<file path="src/hdl/bpa_pkg.sv">
// Shared types, constants and helper functions of the buddy page allocator.
`timescale 1ns / 1ps

package bpa_pkg;

   localparam int FRAMES     = 1024;
   localparam int MAX_ORDERS = 11;
   localparam int FRM_W      = 10;
   localparam int ORD_W      = 4;
   localparam int CNT_W      = 11;
   localparam int ST_DEPTH   = 2048;
   localparam int ST_AW      = 11;

   typedef enum logic [1:0] {
      ACT_RESERVE = 2'd0,
      ACT_BUILD   = 2'd1,
      ACT_ALLOC   = 2'd2,
      ACT_FREE    = 2'd3
   } action_type;

   typedef enum logic [1:0] {
      ST_OK        = 2'd0,
      ST_NO_MEM    = 2'd1,
      ST_DBL_FREE  = 2'd2,
      ST_LIST_FULL = 2'd3
   } status_type;

   typedef enum logic [1:0] {
      MK_USED  = 2'd0,
      MK_FREE  = 2'd1,
      MK_BUILD = 2'd2
   } mark_type;

   typedef enum logic [4:0] {
      S_CLEAR, S_IDLE, S_RSV_RD, S_RSV_WR, S_BLD_RD, S_BLD_CHK, S_BLD_DEC,
      S_MK_RD, S_MK_WR, S_AL_SRCH, S_AL_POP, S_AL_SPLIT, S_FR_RD, S_FR_CHK,
      S_FR_MERGE, S_FR_BUD, S_RM_RD, S_RM_CHK, S_SH_RD, S_SH_WR, S_FR_PUSH,
      S_DONE
   } state_type;

   // One frame table entry: reserved, continuation and used flags plus order.
   typedef struct packed {
      logic             resv;
      logic             cont;
      logic             used;
      logic [ORD_W-1:0] order;
   } ft_entry_type;

   typedef struct packed {
      state_type op;
      logic      accept;
   } cmd_type;

   typedef struct packed {
      logic clr_last;
      logic rsv_stop;
      logic scan_end;
      logic run_zero;
      logic rd_resv;
      logic dec_last;
      logic mk_done;
      logic s_end;
      logic cnt_nz;
      logic split_more;
      logic split_fit;
      logic free_bad;
      logic not_used;
      logic merge_stop;
      logic bud_bad;
      logic i_end;
      logic match;
      logic sh_end;
   } flags_type;

   // Number of significant bits of an 11-bit value.
   function automatic logic [ORD_W-1:0] bit_len(input logic [CNT_W-1:0] v);
      logic [ORD_W-1:0] r;
      r = '0;
      for (int b = 0; b < CNT_W; b++) begin
         if (v[b]) r = ORD_W'(b + 1);
      end
      return r;
   endfunction

   // Each order owns a region of the stack memory; order k starts here.
   function automatic logic [ST_AW-1:0] stack_base(input logic [ORD_W-1:0] k);
      logic [ST_AW:0] full;
      full = (ST_AW+1)'(ST_DEPTH);
      return ST_AW'(full - (full >> k));
   endfunction

endpackage

</file>
<file path="src/hdl/bpa_ctrl.sv">
// Sequencer of the buddy page allocator: walks each action through its steps.
`timescale 1ns / 1ps

module bpa_ctrl (
   input  logic                clock,
   input  logic                reset,
   input  logic                start,
   input  logic [1:0]          req_action,
   input  bpa_pkg::flags_type  flags,
   output bpa_pkg::cmd_type    cmd,
   output logic                busy
);

   bpa_pkg::state_type state_ff, state_in;
   bpa_pkg::state_type ret_ff, ret_in;

   always_ff @(posedge clock) begin
      if (reset) begin
         state_ff <= bpa_pkg::S_CLEAR;
         ret_ff   <= bpa_pkg::S_IDLE;
      end else begin
         state_ff <= state_in;
         ret_ff   <= ret_in;
      end
   end

   always_comb begin
      state_in   = state_ff;
      ret_in     = ret_ff;
      busy       = (state_ff != bpa_pkg::S_IDLE);
      cmd.op     = state_ff;
      cmd.accept = (state_ff == bpa_pkg::S_IDLE) && start;
      unique case (state_ff)
         bpa_pkg::S_CLEAR: if (flags.clr_last) state_in = bpa_pkg::S_IDLE;
         bpa_pkg::S_IDLE: begin
            if (start) begin
               unique case (bpa_pkg::action_type'(req_action))
                  bpa_pkg::ACT_RESERVE: state_in = bpa_pkg::S_RSV_RD;
                  bpa_pkg::ACT_BUILD:   state_in = bpa_pkg::S_BLD_RD;
                  bpa_pkg::ACT_ALLOC:   state_in = bpa_pkg::S_AL_SRCH;
                  default:              state_in = bpa_pkg::S_FR_RD;
               endcase
            end
         end
         bpa_pkg::S_RSV_RD:
            state_in = flags.rsv_stop ? bpa_pkg::S_DONE : bpa_pkg::S_RSV_WR;
         bpa_pkg::S_RSV_WR: state_in = bpa_pkg::S_RSV_RD;
         bpa_pkg::S_BLD_RD: begin
            if (flags.scan_end)
               state_in = flags.run_zero ? bpa_pkg::S_DONE : bpa_pkg::S_BLD_DEC;
            else
               state_in = bpa_pkg::S_BLD_CHK;
         end
         bpa_pkg::S_BLD_CHK:
            state_in = (flags.rd_resv && !flags.run_zero) ? bpa_pkg::S_BLD_DEC
                                                          : bpa_pkg::S_BLD_RD;
         bpa_pkg::S_BLD_DEC: begin
            state_in = bpa_pkg::S_MK_RD;
            ret_in   = flags.dec_last ? bpa_pkg::S_BLD_RD : bpa_pkg::S_BLD_DEC;
         end
         bpa_pkg::S_MK_RD: state_in = flags.mk_done ? ret_ff : bpa_pkg::S_MK_WR;
         bpa_pkg::S_MK_WR: state_in = bpa_pkg::S_MK_RD;
         bpa_pkg::S_AL_SRCH: begin
            if (flags.s_end)       state_in = bpa_pkg::S_DONE;
            else if (flags.cnt_nz) state_in = bpa_pkg::S_AL_POP;
         end
         bpa_pkg::S_AL_POP: begin
            state_in = bpa_pkg::S_MK_RD;
            ret_in   = bpa_pkg::S_AL_SPLIT;
         end
         bpa_pkg::S_AL_SPLIT: begin
            if (!flags.split_more) begin
               state_in = bpa_pkg::S_MK_RD;
               ret_in   = bpa_pkg::S_DONE;
            end else if (flags.split_fit) begin
               state_in = bpa_pkg::S_MK_RD;
               ret_in   = bpa_pkg::S_AL_SPLIT;
            end
         end
         bpa_pkg::S_FR_RD:
            state_in = flags.free_bad ? bpa_pkg::S_DONE : bpa_pkg::S_FR_CHK;
         bpa_pkg::S_FR_CHK:
            state_in = flags.not_used ? bpa_pkg::S_DONE : bpa_pkg::S_FR_MERGE;
         bpa_pkg::S_FR_MERGE:
            state_in = flags.merge_stop ? bpa_pkg::S_FR_PUSH : bpa_pkg::S_FR_BUD;
         bpa_pkg::S_FR_BUD:
            state_in = flags.bud_bad ? bpa_pkg::S_FR_PUSH : bpa_pkg::S_RM_RD;
         bpa_pkg::S_RM_RD:
            state_in = flags.i_end ? bpa_pkg::S_FR_MERGE : bpa_pkg::S_RM_CHK;
         bpa_pkg::S_RM_CHK:
            state_in = flags.match ? bpa_pkg::S_SH_RD : bpa_pkg::S_RM_RD;
         bpa_pkg::S_SH_RD:
            state_in = flags.sh_end ? bpa_pkg::S_FR_MERGE : bpa_pkg::S_SH_WR;
         bpa_pkg::S_SH_WR: state_in = bpa_pkg::S_SH_RD;
         bpa_pkg::S_FR_PUSH: begin
            state_in = bpa_pkg::S_MK_RD;
            ret_in   = bpa_pkg::S_DONE;
         end
         bpa_pkg::S_DONE: state_in = bpa_pkg::S_IDLE;
         default: state_in = bpa_pkg::S_IDLE;
      endcase
   end

endmodule

</file>
<file path="config.mk">
export PLATFORM = sky130hd
export DESIGN_NAME = bpa_ctrl
export DESIGN_NICKNAME = d
export VERILOG_FILES = /design/src/hdl/bpa_pkg.sv /design/src/hdl/bpa_ctrl.sv
export SDC_FILE = /design/constraint.sdc
export NUM_CORES = 1
export LEC_CHECK = 0
export ABC_AREA = 1
export ABC_CLOCK_PERIOD_IN_PS = 3200
export BUFFER_PORTS_ARGS = -buffer_cell sky130_fd_sc_hd__buf_2
export CORE_MARGIN = 2
export CORE_UTILIZATION = 56
export DETAILED_ROUTE_END_ITERATION = 12
export PLACE_DENSITY_LB_ADDON = 0.08
export SLEW_MARGIN = 20
export SYNTH_ARGS = -nofsm -noshare
export SYNTH_HDL_FRONTEND = slang
export SYNTH_SLANG_ARGS = --single-unit
</file>
<file path="constraint.sdc">
create_clock -name clock -period 3.2 [get_ports clock]
set_input_delay 0.96 -clock clock [delete_from_list [all_inputs] [get_ports clock]]
set_output_delay 0.96 -clock clock [all_outputs]
set_load 0.1 [all_outputs]
</file>
==> flow_summary.ini, run 1 <==
[run_status]
result_of_the_run = complete, no violations

[worst_setup_path]
critical_path_peak_fanout = 10
worstSetupStartpointType = flip-flop
critical_path.reg2reg.endpoint = state_ff[0]
worst-r2r-cell-count = 9
reg2reg_from = state_ff[1]
setup.worst_path.end = cmd[0]
critical_path.startpoint = state_ff[1]
setup.worst_path.end_class = output port
worstSetupPathType = reg2out
critical_path_required_ps = 2240
worstPathArrival_ps = 1650
setup.reg_to_reg.worst_slack_ps = 1440

[synth]
mappedNetlistArea_um2 = 1090
yosys.cell_types.count = 26
syn-mean-instance-area_um2 = 5.72
synth-warning-count = 0
synth_seq_cells = 10
synth_cells = 190
synth_fp_nets = 213
share_of_synthesized_area_occupied_by_flip_flops_and_latches_pct = 18.4

[clock_tree]
clock_tree_from_tritoncts = built
cts_setup_buffers = 0
cts_inserted_buffers = 3
clkSlewWorstSetupHoldPaths_ps = 70
cts.repair.resized = 0
clock_latency_ps = 270
clock_path_buffers = 2
cts_hold_repair.buffers = 0
cell_chosen_for_the_clock_root = clkbuf_4
tritoncts_num_sinks = 10
cts.htree.levels = 1

[power]
power-per-cell-area_nw_per_um2 = 852
vdd.ir_drop.worst_v = 0.000757
leakage_power_nw = 0.680

[timing]
timing.final.crit_share_pct = 81.7
worst_slew_pin_slew_ps = 530
fin_tns_setup_ps = 0
hold_viol_final = 0
clock_skew_after_layout_ps = 6.84
setup_viol_count_final = 0
timing.fmax_mhz = 383
maxSlewViolCount = 0
rsz0062_at_grt = no
finalWorstPathRequiredPeriod_ps = 2610
max-slew-margin-rel_pct = 64.6

[die]
initial_core_util_pct = 60.9
floorplan.die.width_um = 48.0
design.portCount = 30
core_area_um2 = 1780
row_cnt = 15
die_area_um2 = 2310
die_h_um = 48.0

[cells_and_area]
layout.nets = 246
post-route-util_pct = 73.1
syn2layout_area_growth_pct = 19.9
fraction_of_layout_cells_with_a_size_suffix_above_1_pct = 26.6
antennaDiodeCount = 0

[detailed_routing]
drc = 0
viasPerCell = 5.38
drt-total-wl_um = 3390
avgRoutedWirePerCell_um = 13.7
first_iter_violations = 75
detail-route-antenna-nets = 0
first_pass_iters = 4
num_vias = 1330

[worst_hold_path]
path_class_of_the_lowest_slack_min_delay_path = reg2reg

[grt]
grt_start_max_net_pins = 11
grt_pass1_vias = 1240
global_route_wire_length_before_repair_um = 5260
antenna_violations_before_repair = 0
grt_overflow = 0
grtUsageTotal_pct = 33.0

[place]
place.gp.congestion = 0.896
dp.final_hpwl_um = 2700
port_buffers = 29

[flow_run]
drv_cap = 0
## sequential cells by signal, summed over array words and instances (netlist names)
name      flops
state_ff      5
ret_ff        5
## synthesized netlist by cell type
master,number,share of area (%)
a21oi_1,5,2.3
a31oi_1,1,0.58
buf_2,1,0.46
dfxtp_1,10,18
inv_1,23,7.9
inv_2,3,1.0
inv_4,2,1.2
nand2_1,42,15
nand2_2,3,1.7
nand2_4,2,2.1
nand3_1,18,8.3
nand3_4,2,3.2
nand3b_1,1,0.69
nand4_1,5,2.9
nor2_1,37,13
nor2_2,6,3.5
nor2_4,3,3.1
nor2_8,1,1.8
nor3_1,6,2.8
o2111a_1,1,1.0
o211ai_1,1,0.69
o21ai_0,10,4.6
o21ai_1,4,1.8
o21ai_2,1,0.81
o22ai_1,1,0.58
o22ai_2,1,1.2
## cell usage in the layout (no fill, tap or decap), drive strengths merged
master  instances
a31oi           1
buf            29
nand2          47
a21oi           5
dfxtp          10
o21ai          15
nor3            6
nor2           47
nand3b          1
o2111a          1
clkbuf          4
o22ai           2
inv            28
o211ai          1
nand4           5
nand3          20
## critical path: stages (launching register included)
cell	delay, ps
dfxtp_1	470
nor2_8	250
nand3_4	140
nor2_4	90
buf_2	420
## per-layer routing
layer  global-route usage [%]  share of wire [%]  vias to the layer above
met5                        0                  0                        -
met4                     14.1                2.7                        0
met3                     4.53                6.5                       13
met2                     58.4                 49                       62
met1                     39.4                 42                      576
li1                         -                  -                      679
## cell families after synthesis
logic type             Yosys count  synth area share, %
flip-flops                      10                 18.4
AO/OA/AOI/OAI                   25                 13.6
AND/OR/NAND/NOR                126                 57.4
buffers and inverters           29                 10.6
## report_power, final
group,total [mW],internal (mW),switching [mW]
Sequential,0.209,0.151,0.0580
Combinational,0.785,0.183,0.602
Clock,0.116,0.0692,0.0466
Total,1.11,0.404,0.706
## layout make-up
class | instances | area, um^2
Clock buffer | 4 | 36.3
Tap cell | 25 | 31.3
Inverter | 28 | 110
Multi-Input combinational cell | 151 | 778
Sequential cell | 10 | 201
Fill cell | 138 | 480
Timing Repair Buffer | 29 | 145
## worst min-delay path by stage
stage / from / to / slack [ps] / cells past startpoint
2_1_floorplan: ret_ff[0] / ret_ff[0] / 430 / 2
3_3_place_gp: ret_ff[0] / ret_ff[0] / 440 / 2
3_5_place_dp: ret_ff[0] / ret_ff[0] / 450 / 2
4_1_cts: ret_ff[0] / ret_ff[0] / 470 / 2
5_1_grt: ret_ff[0] / ret_ff[0] / 510 / 2
6_report: ret_ff[0] / ret_ff[0] / 460 / 2
## per-stage QoR
step / total power, mW / hold slack, ps / setup slack (ps) / cells / cell area (um^2)
final: 1.11 / 465 / 586 / 247 / 1300
after global routing: 1.17 / 510 / 532 / 247 / 1300
after CTS: 1.10 / 466 / 588 / 247 / 1300
after detailed placement: 0.977 / 449 / 619 / 243 / 1270
after global placement: 0.967 / 444 / 628 / 243 / 1270
after floorplan: 0.831 / 429 / 136 / 190 / 1090
Power figures use the tool's default switching activity.
==> inputs of run 2 (changes only) <==
ABC_AREA = 0   (was 1)
ABC_CLOCK_PERIOD_IN_PS = 2350   (was 3200)
CORE_UTILIZATION = 46   (was 56)
clock period = 2.35 ns   (was 3.2 ns; I/O delays follow)
==> run 2 against run 1 <==
  * First-iteration DRC count fell by 13%
  * Clock skew rose by 1.0 ps
  * Synthesized cell count fell by 29%
  * Register-to-register slack got worse by 960 ps
  * Sequential power fell by 10%
  * Critical endpoint unchanged
  * Largest cell class unchanged
  * Largest power group is now sequential cells
==> flow_summary.ini, run 2 <==
[run_status]
result_of_the_run = complete, no violations

[worst_setup_path]
cpLargestDelayFamily = simple AND/OR/NAND/NOR gates
max_stage_delay_ps = 460
critical_path_required_ps = 1640
worstSetupPathType = reg2out
worstPathArrival_ps = 1480
cell_type_of_the_slowest_stage_on_the_worst_timing_path = dfxtp_2
critical_path_peak_fanout = 24
setup.worst_path.end_class = output port
crit_chain = nor3b_4 -> and3_4 -> buf_12
critPathBufInv = 1
worstSetupStartpointType = flip-flop

[synth]
synth_fp_nets = 157
synth.cells.most_frequent = nand2_1, dfxtp_1, nor2_1
synth_largest_type_area_fraction_pct = 20.1
synth_cells = 134
async_reset_ff_share_pct = 0
synth_area_leaders = dfxtp_1, a21oi_1, a211oi_1, nand2_1, nor2_1
syn-mean-instance-area_um2 = 7.42
synth_top_cell_by_area = dfxtp_1
synth.most_common_cell = nand2_1
most_used_dff_post_synth = dfxtp_1
synth-warning-count = 0
synth_seq_cells = 10
yosys.cell_types.count = 46
share_of_synthesized_area_occupied_by_flip_flops_and_latches_pct = 20.1
mappedNetlistArea_um2 = 995
edff_count_synth = 0

[die]
row_cnt = 16
die_area_um2 = 2550
die_h_um = 50.5
design.portCount = 30
core_area_um2 = 2000
initial_core_util_pct = 49.7
floorplan.die.width_um = 50.5

[clock_tree]
clock_tree_from_tritoncts = built
tritoncts_num_sinks = 10
cts.htree.levels = 1
clock_latency_ps = 280
clock_path_buffers = 2
clkSlewWorstSetupHoldPaths_ps = 80
cell_chosen_for_the_clock_root = clkbuf_4
cts_inserted_buffers = 3
cts_hold_repair.buffers = 0

[grt]
global_route_wire_length_before_repair_um = 5050
grt_overflow = 0
antenna_violations_before_repair = 0
grt_start_max_net_pins = 25
grtUsageTotal_pct = 26.3
grt_pass1_vias = 1093

[flow_run]
drv_cap = 0

[timing]
setup_viol_count_final = 0
hold_viol_final = 0
maxSlewViolCount = 0
timing.fmax_mhz = 457
fin_tns_setup_ps = 0
clock_skew_after_layout_ps = 7.85
finalWorstPathRequiredPeriod_ps = 2190
worst_slew_pin_slew_ps = 488
timing.final.crit_share_pct = 93.2
rsz0062_at_grt = no
max-slew-margin-rel_pct = 67.0

[place]
placement.cell_area_um2 = 1170
port_buffers = 29
dp.final_hpwl_um = 2360
place.gp.congestion = 0.991

[detailed_routing]
detail-route-antenna-nets = 0
drc = 0
num_vias = 1186
first_iter_violations = 65
avgRoutedWirePerCell_um = 17.0
first_pass_iters = 4
drt-total-wl_um = 3160
viasPerCell = 6.38

[cells_and_area]
most_frequent_standard_cell_in_the_layout_excluding_fill_and_tap_cells = buf_2
layout.nets = 183
antennaDiodeCount = 0
fraction_of_layout_cells_with_a_size_suffix_above_1_pct = 29.6
postLayoutCellArea_um2 = 1220
syn2layout_area_growth_pct = 22.5
top_regs = ret_ff (5), state_ff (5)
most-common-layout-cells = buf_2, nand2_1, nor2_1
fill_cells = 198

[power]
leakage_power_nw = 0.466
power-per-cell-area_nw_per_um2 = 426
vdd.ir_drop.worst_v = 0.000312

[worst_hold_path]
path_class_of_the_lowest_slack_min_delay_path = reg2reg
[run 2: cell count changes in the layout (fill, tap and decap cells not counted), sizes merged, moves of 3 or more]
cell | previous run | this run
nor2 | 47 | 10
nand2 | 47 | 12
inv | 28 | 4
nand3 | 20 | 3
o21ai | 15 | 6
a211oi | 0 | 6
nor2b | 0 | 6
nand2b | 0 | 5
a21oi | 5 | 9
and3 | 0 | 4
a311oi | 0 | 3
buf | 29 | 32
nor3b | 0 | 3
[run 2: worst reg2reg max path: cells and delay by family (launching register included)]
kind / cells / cell delay, ps
AND/OR/NAND/NOR: 1 / 420
AO/OA/AOI/OAI: 3 / 840
flip-flops: 1 / 490
[run 2: power breakdown]
group          switching, mW  total, mW  internal (mW)
registers             0.0152      0.188          0.173
clock network         0.0762      0.171         0.0944
logic                  0.103      0.160         0.0580
total                  0.194      0.519          0.325
[run 2: metrics by stage]
step,hold WS (ps),utilization [%],total power [mW],setup slack [ps],instances
CTS,477,60.4,0.511,21.0,186
detailed placement,466,58.6,0.347,334,182
global route,506,60.9,0.541,78.9,186
floorplan,436,-,0.296,15.1,134
global placement,453,58.6,0.345,382,182
finish,478,60.9,0.519,161,186
[run 2: cell type report]
class	instances	area [um^2]	area share, %
timing repair buffer	32	198	16.2
sequential	10	208	17.0
clock buffer	4	36.3	2.98
multi-input combinational	109	728	59.8
tap	27	33.8	2.77
inverter	4	15.0	1.23
[run 2: what timing repair did]
action	in CTS	in global routing
endpoints found under the setup margin	0	2
hold endpoints to repair	0	0
resized for setup	0	2
buffers inserted	0	0
[run 2: worst paths after layout]
| check | startpoint | to | slack [ps] | cells past startpoint |
|---|---|---|---|---|
| setup reg to reg | state_ff[2] | ret_ff[0] | 480 | 4 |
| setup / recovery | state_ff[1] | cmd[0] | 160 | 3 |
| hold / removal | ret_ff[2] | ret_ff[2] | 480 | 2 |
| hold reg to reg | ret_ff[2] | ret_ff[2] | 480 | 2 |
[run 2: layer usage]
metal  GRT usage [%]  up-vias  wire [um]
li1                -      564          -
met4            8.56        0         42
met5               0        -          0
met1            36.4      546       1390
met2            41.7       71       1420
met3            3.87        5        311
[run 2: cells by family (layout without fill, tap and decap cells)]
group	after synthesis	count (layout)	share of synthesized area, %
AND/OR/NAND/NOR	64	64	37.2
multiplexers	1	1	1.01
buffers and inverters	15	40	8.05
flip-flops	10	10	20.1
XOR/XNOR	1	1	1.64
AO/OA/AOI/OAI	43	43	32.0
